==> src/swmmm_pkg.sv <==
package swmmm_pkg;

	// fixed field widths
	localparam int SAMPLE_W = 32;
	localparam int COUNT_W  = 32;
	localparam int SUM_W    = 64;
	localparam int CFG_W    = 7;
	localparam int STEP_W   = $clog2(SUM_W);

	// window size after reset
	localparam logic [CFG_W-1:0] WINDOW_SIZE_RESET = 7'd16;

	// sample counter saturates here
	localparam logic [COUNT_W-1:0] COUNT_MAX = '1;

	// result kinds
	localparam logic KIND_WINDOW = 1'b0;
	localparam logic KIND_SERIES = 1'b1;

	// input beat
	typedef struct packed {
		logic signed [SAMPLE_W-1:0] sample;
		logic                       last;
	} item_t;

	// result beat
	typedef struct packed {
		logic                       kind;
		logic [COUNT_W-1:0]         window_index;
		logic signed [SAMPLE_W-1:0] max_value;
		logic signed [SAMPLE_W-1:0] min_value;
		logic signed [SAMPLE_W-1:0] mean_value;
		logic                       final_result;
	} result_t;

	// job from front to back: extremes ready, mean still to divide
	typedef struct packed {
		logic                       kind;
		logic [COUNT_W-1:0]         window_index;
		logic signed [SAMPLE_W-1:0] max_value;
		logic signed [SAMPLE_W-1:0] min_value;
		logic signed [SUM_W-1:0]    sum;
		logic [COUNT_W-1:0]         count;
		logic                       final_result;
	} job_t;

endpackage

==> src/swmmm_ram.sv <==
module swmmm_ram #(
	parameter int WIDTH = 32,
	parameter int DEPTH = 64
) (
	input  logic                                    clk,
	input  logic                                    we,
	input  logic [((DEPTH > 1) ? $clog2(DEPTH) : 1)-1:0] waddr,
	input  logic [WIDTH-1:0]                        wdata,
	input  logic [((DEPTH > 1) ? $clog2(DEPTH) : 1)-1:0] raddr,
	output logic [WIDTH-1:0]                        rdata
);

	logic [WIDTH-1:0] mem_q [DEPTH];

	// one write port, one registered read port
	always_ff @(posedge clk) begin
		if (we) begin
			mem_q[waddr] <= wdata;
		end
		rdata <= mem_q[raddr];
	end

endmodule

==> src/swmmm_jobq.sv <==
module swmmm_jobq
	import swmmm_pkg::*;
(
	input  logic clk,
	input  logic arst_n,
	input  logic wr_en,
	input  job_t wr_job,
	output logic full,
	input  logic rd_en,
	output job_t rd_job,
	output logic empty
);

	localparam int DEPTH = 2;
	localparam int PTR_W = $clog2(DEPTH);

	job_t               mem_q [DEPTH];
	logic [PTR_W-1:0]   wptr_q;
	logic [PTR_W-1:0]   rptr_q;
	logic [PTR_W:0]     cnt_q;
	logic               do_wr;
	logic               do_rd;

	assign full   = (cnt_q == (PTR_W+1)'(DEPTH));
	assign empty  = (cnt_q == '0);
	assign do_wr  = wr_en && !full;
	assign do_rd  = rd_en && !empty;
	assign rd_job = mem_q[rptr_q];

	// pointers and fill level
	always_ff @(posedge clk or negedge arst_n) begin
		if (!arst_n) begin
			wptr_q <= '0;
			rptr_q <= '0;
			cnt_q  <= '0;
		end else begin
			if (do_wr) begin
				wptr_q <= (wptr_q == PTR_W'(DEPTH-1)) ? '0 : wptr_q + PTR_W'(1);
			end
			if (do_rd) begin
				rptr_q <= (rptr_q == PTR_W'(DEPTH-1)) ? '0 : rptr_q + PTR_W'(1);
			end
			if (do_wr && !do_rd) begin
				cnt_q <= cnt_q + (PTR_W+1)'(1);
			end else if (do_rd && !do_wr) begin
				cnt_q <= cnt_q - (PTR_W+1)'(1);
			end
		end
	end

	// entry storage
	always_ff @(posedge clk) begin
		if (do_wr) begin
			mem_q[wptr_q] <= wr_job;
		end
	end

endmodule

==> src/swmmm_front.sv <==
module swmmm_front
	import swmmm_pkg::*;
#(
	parameter int WINDOW_MAX = 64
) (
	input  logic             clk,
	input  logic             arst_n,
	// input beats
	input  logic             push,
	output logic             full,
	input  item_t            item,
	// configuration
	input  logic             cfg_we,
	input  logic [CFG_W-1:0] cfg_wdata,
	// jobs to the back
	output logic             job_wr,
	output job_t             job,
	input  logic             job_full
);

	localparam int AW   = (WINDOW_MAX > 1) ? $clog2(WINDOW_MAX) : 1;
	localparam int WW   = $clog2(WINDOW_MAX + 1);
	localparam int WS_W = SAMPLE_W + WW;

	typedef enum logic [1:0] {
		ST_IDLE,
		ST_SCAN,
		ST_PUSH_WIN,
		ST_PUSH_SER
	} state_t;

	state_t                     state_q;
	logic [CFG_W-1:0]           window_size_q;
	logic [AW-1:0]              wpos_q;
	logic [COUNT_W-1:0]         count_q;
	logic signed [SUM_W-1:0]    sum_q;
	logic signed [SAMPLE_W-1:0] smax_q;
	logic signed [SAMPLE_W-1:0] smin_q;
	logic                       last_q;
	logic [WW-1:0]              w_q;
	logic [COUNT_W-1:0]         index_q;
	logic [AW-1:0]              rd_ptr_q;
	logic [WW-1:0]              issue_cnt_q;
	logic                       rvalid_s1;
	logic                       rfirst_s1;
	logic                       rlast_s1;
	logic signed [SAMPLE_W-1:0] wmax_q;
	logic signed [SAMPLE_W-1:0] wmin_q;
	logic signed [WS_W-1:0]     wsum_q;

	logic                       accept;
	logic signed [SAMPLE_W-1:0] s;
	logic [COUNT_W-1:0]         cfg_ext;
	logic [COUNT_W-1:0]         w_eff32;
	logic [WW-1:0]              w_eff;
	logic [COUNT_W-1:0]         new_count;
	logic                       do_window;
	logic                       issue;
	logic [WW-1:0]              w_m1;
	logic [SAMPLE_W-1:0]        rdata;
	logic signed [SAMPLE_W-1:0] rd_sample;

	assign accept    = push && (state_q == ST_IDLE);
	assign full      = (state_q != ST_IDLE);
	assign s         = item.sample;
	assign rd_sample = rdata;

	// effective window size, clamped to 1..WINDOW_MAX
	always_comb begin
		cfg_ext = {{(COUNT_W-CFG_W){1'b0}}, window_size_q};
		if (cfg_ext == '0) begin
			w_eff32 = COUNT_W'(1);
		end else if (cfg_ext > COUNT_W'(WINDOW_MAX)) begin
			w_eff32 = COUNT_W'(WINDOW_MAX);
		end else begin
			w_eff32 = cfg_ext;
		end
		w_eff = w_eff32[WW-1:0];
	end

	// classify the beat
	assign new_count = (count_q == COUNT_MAX) ? count_q : count_q + COUNT_W'(1);
	assign do_window = (new_count >= {{(COUNT_W-WW){1'b0}}, w_eff});

	// scan read issue
	assign w_m1  = w_q - WW'(1);
	assign issue = (state_q == ST_SCAN) && (issue_cnt_q != w_q);

	swmmm_ram #(
		.WIDTH (SAMPLE_W),
		.DEPTH (WINDOW_MAX)
	) u_store (
		.clk   (clk),
		.we    (accept),
		.waddr (wpos_q),
		.wdata (s),
		.raddr (rd_ptr_q),
		.rdata (rdata)
	);

	// job to the back
	always_comb begin
		job_wr = 1'b0;
		job    = '0;
		unique case (state_q)
			ST_PUSH_WIN: begin
				job_wr             = 1'b1;
				job.kind           = KIND_WINDOW;
				job.window_index   = index_q;
				job.max_value      = wmax_q;
				job.min_value      = wmin_q;
				job.sum            = {{(SUM_W-WS_W){wsum_q[WS_W-1]}}, wsum_q};
				job.count          = {{(COUNT_W-WW){1'b0}}, w_q};
				job.final_result   = !last_q;
			end
			ST_PUSH_SER: begin
				job_wr             = 1'b1;
				job.kind           = KIND_SERIES;
				job.window_index   = '0;
				job.max_value      = smax_q;
				job.min_value      = smin_q;
				job.sum            = sum_q;
				job.count          = count_q;
				job.final_result   = 1'b1;
			end
			default: begin
				job_wr = 1'b0;
			end
		endcase
	end

	// state machine, series totals and scan control
	always_ff @(posedge clk or negedge arst_n) begin
		if (!arst_n) begin
			state_q       <= ST_IDLE;
			window_size_q <= WINDOW_SIZE_RESET;
			wpos_q        <= '0;
			count_q       <= '0;
			sum_q         <= '0;
			smax_q        <= '0;
			smin_q        <= '0;
			last_q        <= 1'b0;
			w_q           <= '0;
			index_q       <= '0;
			rd_ptr_q      <= '0;
			issue_cnt_q   <= '0;
			rvalid_s1     <= 1'b0;
			rfirst_s1     <= 1'b0;
			rlast_s1      <= 1'b0;
		end else begin
			if (cfg_we) begin
				window_size_q <= cfg_wdata;
			end
			rvalid_s1 <= issue;
			rfirst_s1 <= issue && (issue_cnt_q == '0);
			rlast_s1  <= issue && (issue_cnt_q == w_m1);
			unique case (state_q)
				ST_IDLE: begin
					if (accept) begin
						wpos_q <= (wpos_q == AW'(WINDOW_MAX-1)) ? '0 : wpos_q + AW'(1);
						if (count_q == '0) begin
							smax_q <= s;
							smin_q <= s;
						end else begin
							if (s > smax_q) smax_q <= s;
							if (s < smin_q) smin_q <= s;
						end
						if (count_q != COUNT_MAX) begin
							sum_q <= sum_q + {{(SUM_W-SAMPLE_W){s[SAMPLE_W-1]}}, s};
						end
						count_q     <= new_count;
						last_q      <= item.last;
						w_q         <= w_eff;
						index_q     <= new_count - {{(COUNT_W-WW){1'b0}}, w_eff};
						rd_ptr_q    <= wpos_q;
						issue_cnt_q <= '0;
						if (do_window) begin
							state_q <= ST_SCAN;
						end else if (item.last) begin
							state_q <= ST_PUSH_SER;
						end
					end
				end
				ST_SCAN: begin
					if (issue) begin
						issue_cnt_q <= issue_cnt_q + WW'(1);
						rd_ptr_q    <= (rd_ptr_q == '0) ? AW'(WINDOW_MAX-1)
						                                : rd_ptr_q - AW'(1);
					end
					if (rlast_s1) begin
						state_q <= ST_PUSH_WIN;
					end
				end
				ST_PUSH_WIN: begin
					if (!job_full) begin
						state_q <= last_q ? ST_PUSH_SER : ST_IDLE;
					end
				end
				ST_PUSH_SER: begin
					if (!job_full) begin
						wpos_q  <= '0;
						count_q <= '0;
						sum_q   <= '0;
						smax_q  <= '0;
						smin_q  <= '0;
						state_q <= ST_IDLE;
					end
				end
				default: begin
					state_q <= ST_IDLE;
				end
			endcase
		end
	end

	// window max, min and sum over the read beats
	always_ff @(posedge clk) begin
		if (rvalid_s1) begin
			if (rfirst_s1) begin
				wmax_q <= rd_sample;
				wmin_q <= rd_sample;
				wsum_q <= {{WW{rd_sample[SAMPLE_W-1]}}, rd_sample};
			end else begin
				if (rd_sample > wmax_q) wmax_q <= rd_sample;
				if (rd_sample < wmin_q) wmin_q <= rd_sample;
				wsum_q <= wsum_q + {{WW{rd_sample[SAMPLE_W-1]}}, rd_sample};
			end
		end
	end

endmodule

==> src/swmmm_back.sv <==
module swmmm_back
	import swmmm_pkg::*;
(
	input  logic    clk,
	input  logic    arst_n,
	// jobs from the queue
	output logic    job_rd,
	input  job_t    job,
	input  logic    job_empty,
	// result beats
	output logic    empty,
	input  logic    pop,
	output result_t result
);

	typedef enum logic [1:0] {
		ST_IDLE,
		ST_DIV,
		ST_DONE
	} state_t;

	state_t              state_q;
	logic [STEP_W-1:0]   step_q;
	logic                out_valid_q;
	job_t                job_q;
	logic                neg_q;
	logic [SUM_W-1:0]    dq_q;
	logic [COUNT_W-1:0]  rem_q;
	result_t             out_q;

	logic [COUNT_W:0]    shifted;
	logic                ge;
	logic [COUNT_W:0]    rem_next;
	logic [SUM_W-1:0]    mean_full;
	logic                out_free;
	logic                load_out;

	assign job_rd   = (state_q == ST_IDLE) && !job_empty;
	assign out_free = !out_valid_q || pop;
	assign load_out = (state_q == ST_DONE) && out_free;
	assign empty    = !out_valid_q;
	assign result   = out_q;

	// one restoring division step: remainder shifts in the next dividend bit
	assign shifted   = {rem_q, dq_q[SUM_W-1]};
	assign ge        = (shifted >= {1'b0, job_q.count});
	assign rem_next  = ge ? shifted - {1'b0, job_q.count} : shifted;
	assign mean_full = neg_q ? (~dq_q + SUM_W'(1)) : dq_q;

	// state machine and output valid
	always_ff @(posedge clk or negedge arst_n) begin
		if (!arst_n) begin
			state_q     <= ST_IDLE;
			step_q      <= '0;
			out_valid_q <= 1'b0;
		end else begin
			if (load_out) begin
				out_valid_q <= 1'b1;
			end else if (pop) begin
				out_valid_q <= 1'b0;
			end
			unique case (state_q)
				ST_IDLE: begin
					if (!job_empty) begin
						step_q  <= '0;
						state_q <= ST_DIV;
					end
				end
				ST_DIV: begin
					step_q <= step_q + STEP_W'(1);
					if (step_q == STEP_W'(SUM_W-1)) begin
						state_q <= ST_DONE;
					end
				end
				ST_DONE: begin
					if (out_free) begin
						state_q <= ST_IDLE;
					end
				end
				default: begin
					state_q <= ST_IDLE;
				end
			endcase
		end
	end

	// divider datapath and result register
	always_ff @(posedge clk) begin
		if (job_rd) begin
			job_q <= job;
			neg_q <= job.sum[SUM_W-1];
			dq_q  <= job.sum[SUM_W-1] ? (~job.sum + SUM_W'(1)) : job.sum;
			rem_q <= '0;
		end else if (state_q == ST_DIV) begin
			dq_q  <= {dq_q[SUM_W-2:0], ge};
			rem_q <= rem_next[COUNT_W-1:0];
		end
		if (load_out) begin
			out_q.kind         <= job_q.kind;
			out_q.window_index <= job_q.window_index;
			out_q.max_value    <= job_q.max_value;
			out_q.min_value    <= job_q.min_value;
			out_q.mean_value   <= mean_full[SAMPLE_W-1:0];
			out_q.final_result <= job_q.final_result;
		end
	end

endmodule

==> src/sliding_window_max_min_mean_top.sv <==
// result path: window scan and job write in the front, then mean division in the back per
// result, before the result beat is loaded into the result register
// input: no new beat is taken until the front has scanned and queued the job of the previous;
// the 64-step shared divider sets the pace; a last beat adds a second division; scan overlaps
// reset: asynchronous, active low; totals and write position cleared, window size 16,
// window store left as is (no clearing pass)
module sliding_window_max_min_mean_top
	import swmmm_pkg::*;
#(
	parameter int WINDOW_MAX = 64
) (
	input  logic             clk,
	input  logic             arst_n,
	input  logic             push,
	output logic             full,
	input  item_t            item,
	output logic             empty,
	input  logic             pop,
	output result_t          result,
	input  logic             cfg_we,
	input  logic [CFG_W-1:0] cfg_wdata
);

	logic job_wr;
	logic job_full;
	job_t job_in;
	logic job_rd;
	logic job_empty;
	job_t job_out;

	// scan and classification
	swmmm_front #(
		.WINDOW_MAX (WINDOW_MAX)
	) u_front (
		.clk       (clk),
		.arst_n    (arst_n),
		.push      (push),
		.full      (full),
		.item      (item),
		.cfg_we    (cfg_we),
		.cfg_wdata (cfg_wdata),
		.job_wr    (job_wr),
		.job       (job_in),
		.job_full  (job_full)
	);

	// job queue between front and back
	swmmm_jobq u_jobq (
		.clk    (clk),
		.arst_n (arst_n),
		.wr_en  (job_wr),
		.wr_job (job_in),
		.full   (job_full),
		.rd_en  (job_rd),
		.rd_job (job_out),
		.empty  (job_empty)
	);

	// mean division and result register
	swmmm_back u_back (
		.clk       (clk),
		.arst_n    (arst_n),
		.job_rd    (job_rd),
		.job       (job_out),
		.job_empty (job_empty),
		.empty     (empty),
		.pop       (pop),
		.result    (result)
	);

endmodule
==> config.mk <==
export PLATFORM = sky130hd
export DESIGN_NAME = sliding_window_max_min_mean_top
export DESIGN_NICKNAME = d
export VERILOG_FILES = /design/src/swmmm_pkg.sv /design/src/swmmm_ram.sv /design/src/swmmm_jobq.sv /design/src/swmmm_front.sv /design/src/swmmm_back.sv /design/src/sliding_window_max_min_mean_top.sv
export SDC_FILE = /design/constraint.sdc
export NUM_CORES = 2
export LEC_CHECK = 0
export BUFFER_PORTS_ARGS = -buffer_cell sky130_fd_sc_hd__buf_2
export CAP_MARGIN = 20
export CORE_MARGIN = 2
export CORE_UTILIZATION = 65
export CTS_BUF_LIST = sky130_fd_sc_hd__clkbuf_8
export CTS_CLUSTER_SIZE = 40
export DETAILED_ROUTE_END_ITERATION = 10
export PLACE_DENSITY = 0.92
export SYNTH_ARGS = -nofsm -noshare
export SYNTH_HDL_FRONTEND = slang
export SYNTH_SLANG_ARGS = --single-unit
==> constraint.sdc <==
create_clock -name clk -period 11.25 [get_ports clk]
set_input_delay 0.5625 -clock clk [delete_from_list [all_inputs] [get_ports clk]]
set_output_delay 0.5625 -clock clk [all_outputs]
set_load 0.01 [all_outputs]
Yosys cells after proc, flatten, opt, wreduce, memory -nomap -nowiden
Memory sizes are Yosys's and may differ from the RTL's. A register that Yosys moved wholly into a read port is not among the register bits.
Cells that the tools add are included.

operators by class
  reduce and logical (&&, ||, !) cells = 45
  $lt $le $gt $ge = 7
  add/sub/neg operators = 16
  bitwise operators = 2
  equal/unequal tests = 24
  mux-type cells = 65

operators by type and width
  operator               count
  $mux 32                15
  $pmux 194 s2           1
  $mux 64                6
  $pmux 32 s2            3
  $pmux 64 s2            1
  $add 32x1->32 const B  2
  $add 64x2->64 const B  1
  $add 64x64->64         1
  $gt 32x32->1           2
  $lt 32x32->1           2
  $not 64->64            1
  $mux 6                 7
  $add 39x39->39         1
  $mux 39                1
  $pmux 6 s2             3
  $ge 33x32->1           1
  $eq 32x32->1 const B   1
  $ge 32x7->1            1
  $logic_not 32->1       1
  $ne 32x32->1 const B   1
  $not 32->32            1
  $sub 32x32->32         1
  $sub 32x7->32          1
  $mux 7                 4
  34 further kinds       100

word-level totals
  output and inout port bits = 132
  memory bits (writable) = 2436
  bits in registers = 704
  memories kept = 2
  word-level logic and storage cells = 200

memory list
  memory                 words  width  rd ports  clocked after memory_dff  write ports  RTL line          source
  u_front.u_store.mem_q  64     32     1         1                         1            swmmm_ram.sv:13   logic [WIDTH-1:0] mem_q [DEPTH];
  u_jobq.mem_q           2      194    1         0                         1            swmmm_jobq.sv:17  job_t mem_q [DEPTH];

Logic depth before layout (Yosys ltp)
  depth in word-level cells = 8
  gate-level depth with buffers = 22
  mapped depth without buffers = 17

Modules after synthesis
From an unflattened synthesis, not the netlist that was laid out.

unflattened totals
  cells, all modules = 8084
  area total of the unflattened synthesis = 134770.5 sq um

by module, submodules not included
  module       sequential area each (sq um)  instances  cells each  area each (sq um)
  swmmm_ram    62139.6                       1          3324        78515.3
  swmmm_front  8874.8                        1          2836        25114.1
  swmmm_back   10625.2                       1          1301        16323.2
  swmmm_jobq   11751.3                       1          623         14818.0

Worst setup path after synthesis
No wires, ideal clock.

  path type = reg2reg
  from = register u_front.state_q[1]
  to = memory u_jobq.mem_q[0][0] (netlist name) (enable)
  required time = 10498 ps
  library setup time = 752 ps
  setup slack = 1703 ps
  stages on the path, launching flop included = 4
  period minus slack after synthesis = 9547 ps
  path buffers = 1
  arrival = 8795 ps
  cell sequence = dfrtp_1 clkbuf_1 nand2_1 nor2_1

on the way
  cells in the longest elaborated chain, start to end = 6
  elaborated cells on any way between the ends = 7
  classes of those cells = eq/ne: 2; mux: 3; reduce/logical: 2

RTL lines
  element                           RTL line            source
  start, declared                   swmmm_front.sv:32   state_t state_q;
  start signal, assigned            swmmm_front.sv:196  state_q <= last_q ? ST_PUSH_SER : ST_IDLE;
  $eq 2x2->1                        swmmm_front.sv:105  unique case (state_q)
  $reduce_or 2->1 (no line) (*)     n/a
  $mux 1 (*)                        swmmm_front.sv:105
  $logic_and 1x1->1 (*)             swmmm_jobq.sv:26    assign do_wr = wr_en && !full;
  $mux 1 (*)                        swmmm_jobq.sv:53    if (do_wr) begin
  $mux 1 (implied by the code) (*)  swmmm_jobq.sv:54    mem_q[wptr_q] <= wr_job;
  end, declared                     swmmm_jobq.sv:17

Mark *: on every way between the ends. The rest lies on a longest branch, timed or not.

Worst setup path in the final report
  from = register u_front.count_q[6]
  to = register u_front.state_q[0]

on the way
  cells in the longest elaborated chain, start to end = 6
  elaborated cells on any way between the ends = 9
  classes of those cells = add/sub: 1; order compare: 1; eq/ne: 2; mux: 4; reduce/logical: 1

RTL lines
  element                                               RTL line            source
  start, declared                                       swmmm_front.sv:35   logic [COUNT_W-1:0] count_q;
  start signal, assigned                                swmmm_front.sv:171  count_q <= new_count;
  $add 32x1->32 / $eq 32x32->1 (equally long branches)  swmmm_front.sv:82   assign new_count = (count_q == COUNT_MAX) ? count_q : count_q + COUNT_W'(1);
  $mux 32 (*)                                           swmmm_front.sv:82
  $ge 32x7->1 (*)                                       swmmm_front.sv:83   assign do_window = (new_count >= {{(COUNT_W-WW){1'b0}}, w_eff});
  $mux 2                                                swmmm_front.sv:177  if (do_window) begin
  $mux 2                                                swmmm_front.sv:159  if (accept) begin
  $pmux 2 s4                                            swmmm_front.sv:157  unique case (state_q)

Mark *: on every way between the ends. The rest lies on a longest branch, timed or not. The select of a mux whose other input is x is not followed.
A chain may end at the register's enable or synchronous reset.

==> flow_summary.json <==
{
  "status": "completed",
  "rsz0062_at_grt": "no",
  "seqPwrFrac_pct": 40.9,
  "path_class": "reg -> reg",
  "layout_commonest_cell": "edfxtp_1",
  "p_clk_share_pct": 24.7,
  "max_freq_mhz": 184,
  "layout-drive-gt1-share_pct": 19.2,
  "wl_met3_um": 55400,
  "synth-seq-area-share_pct": 69.3,
  "finalCritPeriodShare_pct": 48.4,
  "io_buffers": 176,
  "cp.required_ns": 12.27,
  "cts_tree": "yes",
  "setup_viol": 0,
  "grt_usage_pct": 36.0,
  "ant_nets": 0,
  "clock_skew_ns": 0.184,
  "routed_wl_um": 385000,
  "synth-edff-count": 2864,
  "power.share.switching_pct": 37.0,
  "wl_met2_um": 175000,
  "critPathCaptureType": "flop",
  "synth.area.top_cells": "edfxtp_1 64%, mux4_2 6.2%, dfrtp_1 4.5%",
  "worstHoldPathType": "in -> reg",
  "leakage_nw": 53.4,
  "clk_latency_ns": 1.23,
  "synth_top_family_by_area": "multiplexers",
  "arrival_ns": 6.46,
  "ir_drop_mv": 0.193,
  "fin_crit_ns": 5.45,
  "dpl.cell_count": 11200,
  "initial_core_util_pct": 65.2,
  "netlist.top_cell.by_area": "edfxtp_1",
  "cts_hold_buf": 31,
  "grt_pass1_wl_um": 551000,
  "synth_cells": 8499,
  "firstDrtPassIters": 10,
  "ys.flop_type": "edfxtp_1",
  "area_delta_synth_final_pct": 10.7,
  "antenna_found_initial": 27,
  "met1_length_um": 124000,
  "path_clk_slew_ns": 0.07,
  "wl_per_cell_um": 31.9,
  "synthDominantCellAreaShare_pct": 63.8,
  "worstPathMaxFanout": 11,
  "synth-compound-area-share_pct": 6.96,
  "hold_viol_final": 0,
  "synthAdderAreaFrac_pct": 2.64,
  "final_core_util_pct": 72.2,
  "holdPathStages": 2,
  "critPathLaunchType": "flop",
  "final_cell_mix": "2864 x edfxtp_1, 508 x clkbuf_8, 497 x mux2i_1",
  "ys_ff_latch": 3172,
  "layout.cells.non_filler": 12100,
  "p_int_mw": 23.3,
  "drc": 0,
  "fin_setup_tns_ns": 0,
  "via_per_inst": 7.02,
  "vias": 84700,
  "nets": 9299,
  "die_w_um": 459,
  "switchingPower_mw": 13.7,
  "syn-num-nets": 8826,
  "synthXorXnorAreaFrac_pct": 1.79,
  "yosys.area_share.simple_pct": 5.22,
  "fp.coreArea_um2": 207000,
  "dp.final_hpwl_um": 219000,
  "pre_cts_slack_ns": 5.96,
  "power.density_nw_per_um2": 248,
  "row_count": 167,
  "cts.root.buffer_cell": "clkbuf_8",
  "grt_pass1_vias": 84100,
  "clock_path_buffers": 4,
  "cts_setup_buffers": 0,
  "hold_ws_ns": 0.0905,
  "die_y_um": 459,
  "yosys_warnings": 0,
  "io_pins": 177,
  "avgSynthCellArea_um2": 15.9,
  "overflow": 0,
  "drt_iter0_markers": 13600,
  "reg2reg_depth": 17,
  "worst_slack_ns": 5.80,
  "slew-limit-headroom_pct": 8.61,
  "grt_max_degree": 128,
  "syn_area_um2": 135000,
  "htreeDepth": 5,
  "synth_cell_types": 99,
  "fillers": 11400,
  "cts_sinks": 3172,
  "gp_congestion": 0.927,
  "die-area_um2": 211000,
  "cts_buffers": 478,
  "async_reset_ff_share_pct": 7.69,
  "worst_pin_slew_ns": 1.37,
  "slew_violations": 0,
  "cap_violations": 0,
  "post_cts_resized": 0,
  "combPwrFrac_pct": 34.4,
  "highest_layer": "met5",
  "synthMuxAreaShare_pct": 12.2
}
area by class of cell:
| cell class | instances | area, um^2 | area share, % |
|---|---|---|---|
| timing repair buffer | 409 | 2990 | 2.00 |
| multi-input combinational | 4673 | 39500 | 26.5 |
| clock buffer | 507 | 6980 | 4.68 |
| tap | 2704 | 3380 | 2.27 |
| sequential | 3172 | 93400 | 62.6 |
| inverter | 238 | 897 | 0.601 |
| antenna | 16 | 40.0 | 0.0268 |
| clock inverter | 345 | 1980 | 1.33 |
metal layers:
| layer | vias to the layer above | GRT usage, % |
|---|---|---|
| li1 | 34200 | - |
| met1 | 41100 | 44.1 |
| met2 | 7545 | 55.2 |
| met3 | 1785 | 11.7 |
| met4 | 22 | 24.0 |
| met5 | - | 0.230 |
state kept, by name, indices dropped and copies added, names as in the netlist, 7 cells and up:
name and cells:
u_back.dq_q 64, u_front.wsum_q 39, u_front.index_q 32, u_front.smax_q 32
u_front.smin_q 32, u_front.u_store.mem_q 2048, u_back.result 130, u_front.wmin_q 32
u_front.window_size_q 7, u_jobq.mem_q 388, u_back.job_q 130, u_front.issue_cnt_q 7
u_front.sum_q 64, u_back.rem_q 32, u_front.w_q 7, u_front.wmax_q 32
u_front.count_q 32, u_front.u_store.rdata 32
worst paths after layout:
check                                         from                             to  slack (ns)
worst max-delay path            u_front.count_q[6]             u_front.state_q[0]        5.80
worst min-delay path                      item[30]  u_front.u_store.mem_q[16][29]        0.09
worst max register to register  u_front.count_q[6]             u_front.state_q[0]        5.80
worst min register to register   u_back.job_q[155]              u_back.result[91]        0.39
max in group asynchronous                   arst_n       u_front.window_size_q[4]        8.97
min in group asynchronous                   arst_n              u_front.sum_q[27]        0.47
worst max-delay path, cell delays in order, from the launching register on:
cell and delay, ns:
dfrtp_1 0.56, and4_1 0.39, and4_1 0.49, nand3_1 0.51, xnor2_1 0.32, ha_1 0.18, inv_1 0.07, fa_1 0.44
a21o_1 0.20, a21o_1 0.19, a21o_1 0.19, a21o_1 0.21, a221oi_1 0.47, nand4_2 0.24, or2_1 0.38, nand4b_4 0.22
o221ai_2 0.15, mux2i_1 0.10
metrics by stage:
stage / area, um^2 / total power [mW]
2_1_floorplan: 135000 / 22.8
3_3_place_gp: 139000 / 26.3
3_5_place_dp: 140000 / 27.1
4_1_cts: 149000 / 36.3
5_1_grt: 149000 / 38.0
6_report: 149000 / 37.0
synthesized netlist by cell type, drive strengths merged, types with 75 or more instances:
library cell,instances
and2,75
nand3,76
nor2,443
xor2,115
a21oi,350
nor3,91
ha,278
edfxtp,2864
a21o,114
dfrtp,243
inv,237
mux2,272
nand2,457
o21ai,483
o22ai,82
mux2i,499
buf,146
xnor2,158
o221ai,149
clkbuf,270
mux4,374
power groups by stage:
| stage | Combinational, mW | Sequential, mW | Clock (mW) |
|---|---|---|---|
| 2_1_floorplan | 8.10 | 14.7 | 0 |
| 3_3_place_gp | 11.1 | 15.2 | 0 |
| 3_5_place_dp | 11.8 | 15.3 | 0 |
| 4_1_cts | 12.1 | 15.0 | 9.14 |
| 5_1_grt | 13.3 | 15.2 | 9.62 |
| 6_report | 12.7 | 15.1 | 9.15 |
cell families after synthesis:
group	after synthesis
buf+inv	654
fa+ha+maj	282
mux	1145
flops	3172
simple gates	1482
xor+xnor	273
compound gates	1491
Power figures use the tool's default switching activity.
